[src/hw/rtl/tbmi_pkg.sv]
// Package with the types and constants of the TS block marker inserter.
`default_nettype none

package tbmi_pkg;

  localparam int unsigned INTERVAL_W = 12;
  localparam int unsigned SEQ_W      = 16;
  localparam int unsigned SSRC_W     = 32;
  localparam int unsigned WORD_W     = 32;
  localparam int unsigned WIDX_W     = 6;
  localparam int unsigned BYTE_W     = 8;
  localparam int unsigned CC_W       = 4;
  localparam int unsigned MARK_W     = 32;

  // Bytes 0..27 of the marker packet go out one byte per cycle while no finished word waits on a stalled output.
  localparam int unsigned SERIAL_BYTES = 28;
  localparam int unsigned BCNT_W       = 5;
  localparam int unsigned SR_W         = SERIAL_BYTES * BYTE_W;

  localparam logic [BCNT_W-1:0] LAST_SERIAL_BYTE   = BCNT_W'(SERIAL_BYTES - 1);
  localparam logic [BCNT_W-1:0] SECTION_FIRST_BYTE = BCNT_W'(5);

  localparam logic [WIDX_W-1:0] CRC_WORD_IDX   = WIDX_W'(7);
  localparam logic [WIDX_W-1:0] FIRST_FILL_IDX = WIDX_W'(8);
  localparam logic [WIDX_W-1:0] LAST_WORD_IDX  = WIDX_W'(46);

  localparam logic [WORD_W-1:0] FILL_WORD = 32'hFFFF_FFFF;

  localparam logic [INTERVAL_W-1:0] DEFAULT_INTERVAL = 12'd5;

  localparam logic [BYTE_W-1:0] MARKER_SYNC   = 8'h47;
  localparam logic [BYTE_W-1:0] TS_PID_HI     = 8'h5F;  // PUSI set, PID 0x1FF0
  localparam logic [BYTE_W-1:0] TS_PID_LO     = 8'hF0;
  localparam logic [3:0]        TS_AFC_PAYLOAD = 4'h1;
  localparam logic [BYTE_W-1:0] PTR_ZERO      = 8'h00;
  localparam logic [BYTE_W-1:0] TABLE_ID      = 8'hBF;
  localparam logic [15:0]       SECTION_HDR   = 16'h3018; // 3 << 12 | length 24

  localparam logic [31:0] CRC_POLY = 32'h04C1_1DB7;
  localparam logic [31:0] CRC_INIT = 32'hFFFF_FFFF;

  typedef enum logic [1:0] {
    ST_IDLE,
    ST_SERIAL,
    ST_CRC,
    ST_FILL
  } state_e;

  typedef struct packed {
    logic init;
    logic update;
  } crc_ctl_t;

endpackage

`default_nettype wire

[src/hw/rtl/tbmi_if.sv]
// Valid/ready channel interfaces for the input and result transactions.
`default_nettype none

interface tbmi_in_if;
  logic        valid;
  logic        ready;
  logic [15:0] packet_seq;
  logic [31:0] stream_ssrc;
  logic        payload_complete;

  modport source (output valid, output packet_seq, output stream_ssrc,
                  output payload_complete, input ready);
  modport sink   (input valid, input packet_seq, input stream_ssrc,
                  input payload_complete, output ready);
endinterface

interface tbmi_out_if;
  logic        valid;
  logic        ready;
  logic [31:0] marker_word;
  logic [5:0]  word_index;
  logic        last_word;

  modport source (output valid, output marker_word, output word_index,
                  output last_word, input ready);
  modport sink   (input valid, input marker_word, input word_index,
                  input last_word, output ready);
endinterface

`default_nettype wire

[src/hw/rtl/tbmi_crc.sv]
// Byte-wise CRC-32/MPEG-2 register for the marker section.
`default_nettype none

module tbmi_crc
  import tbmi_pkg::*;
(
  input  wire logic              clk_i,
  input  wire logic              rst_ni,
  input  wire crc_ctl_t          ctl_i,
  input  wire logic [BYTE_W-1:0] byte_i,
  output      logic [31:0]       crc_o
);

  logic [31:0] crc_q, crc_d, step;

  always_comb begin
    step = crc_q ^ {byte_i, 24'h0};
    for (int b = 0; b < BYTE_W; b++) begin
      step = step[31] ? ((step << 1) ^ CRC_POLY) : (step << 1);
    end
    crc_d = crc_q;
    if (ctl_i.init) begin
      crc_d = CRC_INIT;
    end else if (ctl_i.update) begin
      crc_d = step;
    end
  end

  always_ff @(posedge clk_i or negedge rst_ni) begin
    if (!rst_ni) begin
      crc_q <= CRC_INIT;
    end else begin
      crc_q <= crc_d;
    end
  end

  assign crc_o = crc_q;

endmodule

`default_nettype wire

[src/hw/rtl/ts_block_marker_inserter_top.sv]
// Top level of the TS block marker inserter.
`default_nettype none

// Each input transaction is one parsed RTP packet. The block counts packets
// whose payload is complete; when the count already equals the interval as
// a packet arrives, it first emits a 188-byte TS marker packet (PID 0x1FF0)
// as 47 big-endian 32-bit result transactions, word_index 0 to 46 with
// last_word on the final one, and then opens a new block at the arriving
// packet. A packet that triggers no marker is simply taken. A packet that
// triggers a marker is taken and then holds the input off while the marker
// is produced: the first 28 packet bytes leave a byte-wide shift register one
// per cycle while the section CRC is updated one byte per cycle, then the CRC
// word and 39 fill words of 0xFF follow. A result stall lengthens that only
// while a word waits in the output register that the sequencer must replace:
// each stalled cycle counts during the CRC and fill words, while during the
// 28 serial bytes a stall is absorbed until the next word is complete. The
// input is ready again as soon as the last word sits in the output register,
// so the next packet can be accepted while that word still waits to be
// taken. The interval is to be written through cfg_we_i/cfg_data_i only
// while the block is idle; the block itself does not enforce this. A write
// of zero selects the default interval of five.

module ts_block_marker_inserter_top
  import tbmi_pkg::*;
(
  input  wire logic                  clk_i,
  input  wire logic                  rst_ni,
  input  wire logic                  cfg_we_i,
  input  wire logic [INTERVAL_W-1:0] cfg_data_i,
  tbmi_in_if.sink                    in_i,
  tbmi_out_if.source                 out_o
);

  // Block bookkeeping.
  logic [INTERVAL_W-1:0] interval_q;
  logic [INTERVAL_W-1:0] count_q, count_d;
  logic [SEQ_W-1:0]      start_seq_q, start_seq_d;
  logic [MARK_W-1:0]     marker_num_q;
  logic [CC_W-1:0]       cc_q;

  // Marker generation.
  state_e              state_q, state_d;
  logic [SR_W-1:0]     sr_q;
  logic [BCNT_W-1:0]   byte_cnt_q;
  logic [WIDX_W-1:0]   word_cnt_q;
  logic [23:0]         wacc_q;
  logic [BYTE_W-1:0]   cur_byte;
  logic [31:0]         crc;
  crc_ctl_t            crc_ctl;

  // Output register.
  logic              out_valid_q;
  logic [WORD_W-1:0] out_word_q;
  logic [WIDX_W-1:0] out_idx_q;
  logic              out_last_q;

  logic              in_fire, marker_due, can_push, advance, push, push_last;
  logic [WORD_W-1:0] push_word;
  logic [WIDX_W-1:0] push_idx;
  logic [SEQ_W-1:0]  nonnull_cnt, next_seq;

  assign in_fire    = in_i.valid && in_i.ready;
  assign marker_due = (count_q == interval_q);
  assign can_push   = !out_valid_q || out_o.ready;
  assign cur_byte   = sr_q[SR_W-1 -: BYTE_W];

  // Interval times seven, and the sequence number that follows the block.
  assign nonnull_cnt = SEQ_W'({interval_q, 3'b000}) - SEQ_W'(interval_q);
  assign next_seq    = start_seq_q + SEQ_W'(count_q);

  always_comb begin
    count_d     = marker_due ? '0 : count_q;
    count_d     = count_d + INTERVAL_W'(in_i.payload_complete);
    start_seq_d = (marker_due || count_q == '0) ? in_i.packet_seq : start_seq_q;
  end

  // Sequencer: next state and per-cycle controls.
  always_comb begin
    state_d        = state_q;
    advance        = 1'b0;
    push           = 1'b0;
    push_word      = FILL_WORD;
    push_idx       = word_cnt_q;
    push_last      = 1'b0;
    crc_ctl.init   = 1'b0;
    crc_ctl.update = 1'b0;
    in_i.ready     = 1'b0;
    unique case (state_q)
      ST_IDLE: begin
        in_i.ready = 1'b1;
        if (in_i.valid && marker_due) begin
          crc_ctl.init = 1'b1;
          state_d      = ST_SERIAL;
        end
      end
      ST_SERIAL: begin
        advance        = (byte_cnt_q[1:0] != 2'd3) || can_push;
        push           = advance && (byte_cnt_q[1:0] == 2'd3);
        push_word      = {wacc_q, cur_byte};
        push_idx       = WIDX_W'(byte_cnt_q[BCNT_W-1:2]);
        crc_ctl.update = advance && (byte_cnt_q >= SECTION_FIRST_BYTE);
        if (advance && byte_cnt_q == LAST_SERIAL_BYTE) begin
          state_d = ST_CRC;
        end
      end
      ST_CRC: begin
        push      = can_push;
        push_word = crc;
        push_idx  = CRC_WORD_IDX;
        if (can_push) begin
          state_d = ST_FILL;
        end
      end
      ST_FILL: begin
        push      = can_push;
        push_last = (word_cnt_q == LAST_WORD_IDX);
        if (can_push && push_last) begin
          state_d = ST_IDLE;
        end
      end
      default: begin
        state_d = ST_IDLE;
      end
    endcase
  end

  always_ff @(posedge clk_i or negedge rst_ni) begin
    if (!rst_ni) begin
      state_q <= ST_IDLE;
    end else begin
      state_q <= state_d;
    end
  end

  // Interval register, written on cfg_we_i, and block bookkeeping, updated at input acceptance.
  always_ff @(posedge clk_i or negedge rst_ni) begin
    if (!rst_ni) begin
      interval_q   <= DEFAULT_INTERVAL;
      count_q      <= '0;
      start_seq_q  <= '0;
      marker_num_q <= '0;
      cc_q         <= '0;
    end else begin
      if (cfg_we_i) begin
        interval_q <= (cfg_data_i == '0) ? DEFAULT_INTERVAL : cfg_data_i;
      end
      if (in_fire) begin
        count_q     <= count_d;
        start_seq_q <= start_seq_d;
        if (marker_due) begin
          marker_num_q <= marker_num_q + 1'b1;
          cc_q         <= cc_q + 1'b1;
        end
      end
    end
  end

  // Byte shift register: loaded with packet bytes 0..27 when a marker is due,
  // then shifted out one byte per cycle while the sequencer advances. The words are assembled in wacc_q.
  always_ff @(posedge clk_i or negedge rst_ni) begin
    if (!rst_ni) begin
      byte_cnt_q <= '0;
      word_cnt_q <= '0;
    end else begin
      if (in_fire && marker_due) begin
        byte_cnt_q <= '0;
      end else if (advance) begin
        byte_cnt_q <= byte_cnt_q + 1'b1;
      end
      if (state_q == ST_CRC) begin
        word_cnt_q <= FIRST_FILL_IDX;
      end else if (state_q == ST_FILL && can_push) begin
        word_cnt_q <= word_cnt_q + 1'b1;
      end
    end
  end

  always_ff @(posedge clk_i) begin
    if (in_fire && marker_due) begin
      sr_q <= {MARKER_SYNC, TS_PID_HI, TS_PID_LO, {TS_AFC_PAYLOAD, cc_q},
               PTR_ZERO, TABLE_ID, SECTION_HDR,
               marker_num_q,
               nonnull_cnt, 16'h0000,
               16'h0000,
               start_seq_q, 16'h0000,
               next_seq,
               in_i.stream_ssrc};
    end else if (advance) begin
      sr_q   <= {sr_q[SR_W-BYTE_W-1:0], BYTE_W'(0)};
      wacc_q <= {wacc_q[15:0], cur_byte};
    end
  end

  // Output register, so the sequencer can move on while a word waits.
  always_ff @(posedge clk_i or negedge rst_ni) begin
    if (!rst_ni) begin
      out_valid_q <= 1'b0;
    end else if (push) begin
      out_valid_q <= 1'b1;
    end else if (out_o.ready) begin
      out_valid_q <= 1'b0;
    end
  end

  always_ff @(posedge clk_i) begin
    if (push) begin
      out_word_q <= push_word;
      out_idx_q  <= push_idx;
      out_last_q <= push_last;
    end
  end

  tbmi_crc u_crc (
    .clk_i  (clk_i),
    .rst_ni (rst_ni),
    .ctl_i  (crc_ctl),
    .byte_i (cur_byte),
    .crc_o  (crc)
  );

  assign out_o.valid       = out_valid_q;
  assign out_o.marker_word = out_word_q;
  assign out_o.word_index  = out_idx_q;
  assign out_o.last_word   = out_last_q;

endmodule

`default_nettype wire
[src/flat_wrapper.sv]
// flat-port wrapper written by rule: the top's interface ports become plain ports
module ts_block_marker_inserter_top_flat import tbmi_pkg::*;
  (clk_i, rst_ni, cfg_we_i, cfg_data_i, in_i_valid, in_i_packet_seq, in_i_stream_ssrc, in_i_payload_complete, in_i_ready, out_o_valid, out_o_marker_word, out_o_word_index, out_o_last_word, out_o_ready);
  tbmi_in_if in_i_i ();
  tbmi_out_if out_o_i ();
  input  wire logic clk_i;
  input  wire logic rst_ni;
  input  wire logic cfg_we_i;
  input  wire logic [INTERVAL_W-1:0] cfg_data_i;
  input wire logic [$bits(in_i_i.valid)-1:0] in_i_valid;
  input wire logic [$bits(in_i_i.packet_seq)-1:0] in_i_packet_seq;
  input wire logic [$bits(in_i_i.stream_ssrc)-1:0] in_i_stream_ssrc;
  input wire logic [$bits(in_i_i.payload_complete)-1:0] in_i_payload_complete;
  output wire logic [$bits(in_i_i.ready)-1:0] in_i_ready;
  output wire logic [$bits(out_o_i.valid)-1:0] out_o_valid;
  output wire logic [$bits(out_o_i.marker_word)-1:0] out_o_marker_word;
  output wire logic [$bits(out_o_i.word_index)-1:0] out_o_word_index;
  output wire logic [$bits(out_o_i.last_word)-1:0] out_o_last_word;
  input wire logic [$bits(out_o_i.ready)-1:0] out_o_ready;
  assign in_i_i.valid = in_i_valid;
  assign in_i_i.packet_seq = in_i_packet_seq;
  assign in_i_i.stream_ssrc = in_i_stream_ssrc;
  assign in_i_i.payload_complete = in_i_payload_complete;
  assign in_i_ready = in_i_i.ready;
  assign out_o_valid = out_o_i.valid;
  assign out_o_marker_word = out_o_i.marker_word;
  assign out_o_word_index = out_o_i.word_index;
  assign out_o_last_word = out_o_i.last_word;
  assign out_o_i.ready = out_o_ready;
  ts_block_marker_inserter_top u_core (.clk_i(clk_i), .rst_ni(rst_ni), .cfg_we_i(cfg_we_i), .cfg_data_i(cfg_data_i), .in_i(in_i_i), .out_o(out_o_i));
endmodule
[config.mk]
export PLATFORM = sky130hd
export DESIGN_NAME = ts_block_marker_inserter_top_flat
export DESIGN_NICKNAME = d
export VERILOG_FILES = /design/src/hw/rtl/tbmi_pkg.sv /design/src/hw/rtl/tbmi_if.sv /design/src/hw/rtl/tbmi_crc.sv /design/src/hw/rtl/ts_block_marker_inserter_top.sv /design/src/flat_wrapper.sv
export SDC_FILE = /design/constraint.sdc
export NUM_CORES = 1
export LEC_CHECK = 0
export ABC_AREA = 1
export BUFFER_PORTS_ARGS = -buffer_cell sky130_fd_sc_hd__buf_2
export CAP_MARGIN = 0
export CELL_PAD_IN_SITES_DETAIL_PLACEMENT = 1
export CELL_PAD_IN_SITES_GLOBAL_PLACEMENT = 1
export CORE_AREA = 2 2 214 216
export DETAILED_ROUTE_END_ITERATION = 7
export DIE_AREA = 0 0 216 218
export PLACE_DENSITY = 0.71
export SETUP_SLACK_MARGIN = 0.4
export SKIP_CTS_REPAIR_TIMING = 1
export SLEW_MARGIN = 20
export SYNTH_ARGS = -nofsm -noshare
export SYNTH_HDL_FRONTEND = slang
export SYNTH_SLANG_ARGS = --single-unit
[constraint.sdc]
create_clock -name clk_i -period 5.1 [get_ports clk_i]
set_input_delay 1.275 -clock clk_i [delete_from_list [all_inputs] [get_ports clk_i]]
set_output_delay 1.275 -clock clk_i [all_outputs]
set_load 0.02 [all_outputs]
======== After elaboration in Yosys (flattened, before gate mapping) ========
Index checks and enable logic that the tools add are counted.
storage, ports and cells
  flip-flop bits (word level) ............. 409
  logic and storage cells ................. 103
operators by class
  $add $sub $neg .......................... 7
  magnitude comparators ................... 1
  equal/unequal tests ..................... 12
  muxes and demuxes ....................... 33
  bitwise gates (word level) .............. 10
  reduce and logical (&&, ||, !) cells .... 24
operator list
  cell                                                              count
  196-bit two-way mux                                               2
  27-bit two-way mux                                                8
  14-bit NOT                                                        8
  32-bit two-way mux                                                2
  32-bit case mux with 2 select lines                               1
  32-bit by 1-bit adder with 32-bit output (second input constant)  1
  32-bit XOR                                                        1
  12-bit logical NOT                                                2
  12-bit two-way mux                                                2
  16-bit by 12-bit adder with 16-bit output                         1
  15-bit by 12-bit subtractor with 16-bit output                    1
  12-bit by 1-bit adder with 12-bit output                          1
  12-bit equality test                                              1
  6-bit two-way mux                                                 2
  6-bit case mux with 2 select lines                                1
  5-bit two-way mux                                                 2
  1-bit logical AND                                                 8
  2-bit two-way mux                                                 4
  2-bit by 1-bit != test with 1-bit output (second input constant)  4
  2-bit case mux with 4 select lines                                1
  2-bit nonzero test                                                4
  1-bit two-way mux                                                 7
  6-bit by 1-bit adder with 6-bit output (second input constant)    1
  2-bit equality test (second input constant)                       3
  15 further kinds                                                  19

======== Longest topological paths before layout ========
  word-level depth ........................ 19
  depth in mapped cells ................... 18

======== Hierarchy ========
Synthesis repeated with hierarchy kept, for this count alone.
second synthesis, totals
  cell total of the unflattened synthesis .. 2120
  area total of the unflattened synthesis .. 19065.8 um2
modules (own cells, without submodules)
  module                        instances  cells an instance  area each (um2)  seq. area each (um2)
  ts_block_marker_inserter_top  1          1707               16497.1          9791.9
  tbmi_crc                      1          413                2568.7           840.8

======== Worst setup path after synthesis ========
Ideal clock, no wire load.
  kind .................................... input -> register
  start point ............................. in in_i_valid
  end point ............................... reg u_core.sr_q[0] (enable)
  setup time .............................. 0.426 ns
  data arrival time ....................... 3.274 ns
  data required time ...................... 4.674 ns
  slack ................................... 1.400 ns
  stages .................................. 5
  buffers on the path ..................... 1
  cell sequence ........................... nand2_1 -> inv_1 -> nand3_4 -> nand2_4 -> buf_2
between the ends
  word-level cells in the longest chain between the ends .. 3
RTL lines
  item                                 line                                 source
  start, declared                      flat_wrapper.sv:10                   input wire logic [$bits(in_i_i.valid)-1:0] in_i_valid;
  1-bit logical AND                    ts_block_marker_inserter_top.sv:62   assign in_fire = in_i.valid && in_i.ready;
  1-bit logical AND                    ts_block_marker_inserter_top.sv:179  if (in_fire && marker_due) begin
  2-bit nonzero test (no source line)  -
  end signal, assigned                 ts_block_marker_inserter_top.sv:180  sr_q <= {MARKER_SYNC, TS_PID_HI, TS_PID_LO, {TS_AFC_PAYLOAD, cc_q},
  end signal, assigned                 ts_block_marker_inserter_top.sv:189  sr_q <= {sr_q[SR_W-BYTE_W-1:0], BYTE_W'(0)};
  end, declared                        ts_block_marker_inserter_top.sv:43   logic [SR_W-1:0] sr_q;
No other way between the ends.
A chain may end at the register's enable or synchronous reset.

======== Final worst setup path ========
  start point ............................. reg u_core.state_q[0]
  end point ............................... reg u_core.u_crc.crc_q[16], in the netlist u_core.u_crc.crc_o[16]
between the ends
  word-level cells in the longest chain between the ends .. 3
  elaborated cells between the ends (all ways) .. 6
  classes of those cells .................. eq/ne (1); mux (3); reduce/logical (2)
RTL lines
  item                                                                                 line                                 source
  start, declared                                                                      ts_block_marker_inserter_top.sv:42   state_e state_q, state_d;
  start signal, assigned                                                               ts_block_marker_inserter_top.sv:131  state_q <= state_d;
  2-bit by 1-bit equality test with 1-bit output or 2-bit logical NOT (tied branches)  ts_block_marker_inserter_top.sv:88   unique case (state_q)
  1-bit two-way mux                                                                    ts_block_marker_inserter_top.sv:88
  2-bit nonzero test (no source line) or 32-bit two-way mux (tied branches)            -
  end signal, assigned                                                                 tbmi_crc.sv:33                       crc_q <= crc_d;
  end, declared                                                                        tbmi_crc.sv:14                       logic [31:0] crc_q, crc_d, step;
Parallel ways exist; a longest one is shown, timed or not.

==> flow_summary_export.csv <==
group,metric,value,unit
global_route,grt_max_degree,103,
cells_and_area,diodes,0,
timing,setup_violations,0,
cells_and_area,final_cell_area,21670,um^2
routing,first_pass_iters,5,
yosys,synth_most_common_cell,"nand2_1",
timing,slew_viol_final,0,
yosys,synth_common_cells,"nand2_1 (396), inv_1 (327), nor2_1 (185)",
place,portBuffers,106,
critical_path,path_delay_family,"simple AND/OR/NAND/NOR gates",
timing,min_period,3.434,ns
yosys,synth.top_cell.area_share,28.31,%
place,dpl_worst_slack,1.120,ns
cells_and_area,utilization,48.26,%
critical_path,cp_max_fo,24,
routing,drc,0,
die,start_util,42.30,%
outcome,status,"finished clean",
yosys,synth.yosys.seq_area_share,55.99,%
critical_path,path_cells,"inv_1 -> ha_1 -> nand2_1 -> inv_1 -> nand3_4 -> nand2_1 -> inv_1 -> a22oi_1",
global_route,grt_pass1_wl,82.78,mm
timing,tightest_slew,1.060,ns
place,dp_hpwl,34.97,mm
timing,fmax,0.2912,GHz
global_route,antenna_found_initial,1,
critical_path,end_kind,"flop",
clock_network,clock_path_buffers,3,
critical_path,cp.arrival,3.92,ns
timing,fin_setup_tns,0,ns
timing,period_share,67.34,%
timing,relSlewSlack,29.22,%
clock_network,cts_inserted_buffers,46,
routing,viasPerCell,5.203,
power_and_ir_drop,p_leak,10.11,nW
run,cap_violations,0,
yosys,synth_fp_nets,2191,
clock_network,cts_tree,"built",
routing,wl_per_cell,18.07,um
timing,finalHoldViolations,0,
critical_path,worst_ep_required_time,5.58,ns
routing,routed_wl,50.91,mm
clock_network,clock_sinks,409,
yosys,yosys_warnings,0,
clock_network,htreeDepth,2,
cells_and_area,drive_above_1_share,11.05,%
critical_path,cpMaxStageDelayCell,"nand2_1",
yosys,synth_area_leaders,"edfxtp_1 (28%), dfrtp_1 (12%), dfxtp_1 (11%), nand2_1 (7.8%), inv_1 (6.5%)",
die,fp.dieH,218,um
critical_path,critical_path_class,"reg2reg",
routing,num_vias,14663,
yosys,synthArstFlopShare,29.83,%
global_route,track_usage,22.10,%
yosys,synth_edf_count,179,
die,core-area,44890,um^2
critical_path,crit_path_start_kind,"flop",
critical_path,cp_common_cell,"inv_1",
global_route,overflow,0,
timing,layout_setup_ws,1.666,ns
power_and_ir_drop,peakVddDrop,0.0003923,V
die,die-area,47090,um^2
cells_and_area,area_delta_synth_final,14.09,%
routing,postRouteAntennaNets,0,
clock_network,cts_root_buffer,"clkbuf_16",
yosys,ys_ff_latch,409,
yosys,synth_cell_types,49,
critical_path,path_buf_inv,3,
routing,first_iter_violations,855,
yosys,yosysTopAreaCell,"edfxtp_1",
timing,fin_worst_skew,0.02374,ns
critical_path,slowest_delay,0.76,ns
place,gp_congestion,0.8707,
cells_and_area,fin_nets,2281,
timing,rsz0062_at_grt,"false",
die,io_pins,107,
global_route,grt_pass1_vias,15562,
clock_network,clkTransAtPathRegs,0.06,ns
yosys,syn_inst,2090,
yosys,synth_area,18990,um^2
yosys,syn_area_per_cell,9.086,um^2
power_and_ir_drop,p_per_area,680.6,nW/um^2
die,die_w,216,um
place,place_area,20080,um^2
clock_network,clk_latency,0.58,ns
die,rows,78,
min_path,worst_hold_path_type,"reg2reg",
yosys,synth_ff_type,"edfxtp_1",
## registers in the layout, indices dropped and copies added (netlist names)
register and count:
u_core.sr_q 224, u_core.marker_num_q 32, u_core.out_o.marker_word 32, u_core.u_crc.crc_o 32, u_core.wacc_q 24, u_core.start_seq_q 16
u_core.count_q 12, u_core.interval_q 12, u_core.out_o.word_index 6, u_core.word_cnt_q 6, u_core.byte_cnt_q 5, u_core.cc_q 4
u_core.state_q 2, u_core.out_o.last_word 1, u_core.out_o.valid 1
## cells by family after synthesis
family,count (synthesis),share of synthesized area [%]
and+or+nand+nor,732,15.89
buffers and inverters,413,8.519
DFF,409,55.99
AOI/OAI and AO/OA,392,12.14
xor gates and xnor gates,109,5.106
adders and majority gates,35,2.346
## routing by layer
layer  part of all wire [%]  GRT usage, %  up-vias
li1                       -             -     7020
met1                     43         27.11     7290
met2                     50         39.67      252
met3                    3.5         3.138       99
met4                    3.1         7.854        2
met5                  0.026             0        -
## worst reg2reg max path: cells and delay by family, from the launching register on
| kind | cells | cell delay [ns] |
|---|---|---|
| fa+ha+maj | 1 | 0.37 |
| simple gates | 3 | 1.32 |
| flops | 1 | 0.43 |
| compound gates | 1 | 0.35 |
| buf+inv | 3 | 0.88 |
## final timing paths
check	start	end	slack, ns	depth (start not counted)
setup / recovery	u_core.state_q[0]$_DFFE_PN0P_	u_core.u_crc.crc_o[16]$_DFFE_PN1P_	1.67	8
hold / removal	u_core.sr_q[153]$_DFFE_PP_	u_core.sr_q[161]$_SDFFE_PP0P_	0.43	2
setup reg to reg	u_core.state_q[0]$_DFFE_PN0P_	u_core.u_crc.crc_o[16]$_DFFE_PN1P_	1.67	8
hold reg to reg	u_core.sr_q[153]$_DFFE_PP_	u_core.sr_q[161]$_SDFFE_PP0P_	0.43	2
max in group asynchronous	rst_ni	u_core.u_crc.crc_o[29]$_DFFE_PN1P_	3.33	2
min in group asynchronous	rst_ni	u_core.marker_num_q[5]$_DFFE_PN0P_	0.87	1
## report_power, final
part | total (mW) | internal (mW) | leakage [nW] | switching, mW
logic | 5.62 | 1.78 | 5.34 | 3.84
clock network | 3.41 | 2.06 | 0.764 | 1.35
registers | 5.71 | 5.11 | 4.01 | 0.602
total | 14.7 | 8.95 | 10.1 | 5.80
## layout by cell type (no fill, tap or decap), drive strengths merged, types with 5 or more instances in the layout
cell and n:
a22oi 34, clkbuf 69, a21oi 150, ha 34, o221ai 5, nor2 187, nand2 399, o21ai 127
nand4 24, o22ai 5, a31oi 9, dfstp 34, inv 333, edfxtp 179, dfxtp 108, buf 122
nor4 7, clkinv 11, xnor2 25, nand3 80, a22o 45, dfrtp 88, nor3 30, xor2 84
## metrics by stage
stage / hold WS [ns] / total power, mW / instances
6_report: 0.4253 / 14.75 / 2818
5_1_grt: 0.4483 / 15.77 / 2818
4_1_cts: 0.4305 / 14.89 / 2817
3_5_place_dp: 0.4271 / 11.38 / 2731
3_3_place_gp: 0.4183 / 11.12 / 2731
2_1_floorplan: 0.4141 / 9.628 / 2090
## cell type report
cell class / instances / area, um^2
flip-flops and latches: 409 / 10630
clock inverters: 17 / 188.9
fillers: 5219 / 23230
repair buffers: 122 / 710.7
well taps: 600 / 750.7
inverters: 333 / 1255
multi-input cells: 1268 / 6755
clock buffers: 69 / 1373
Power figures use the tool's default switching activity.
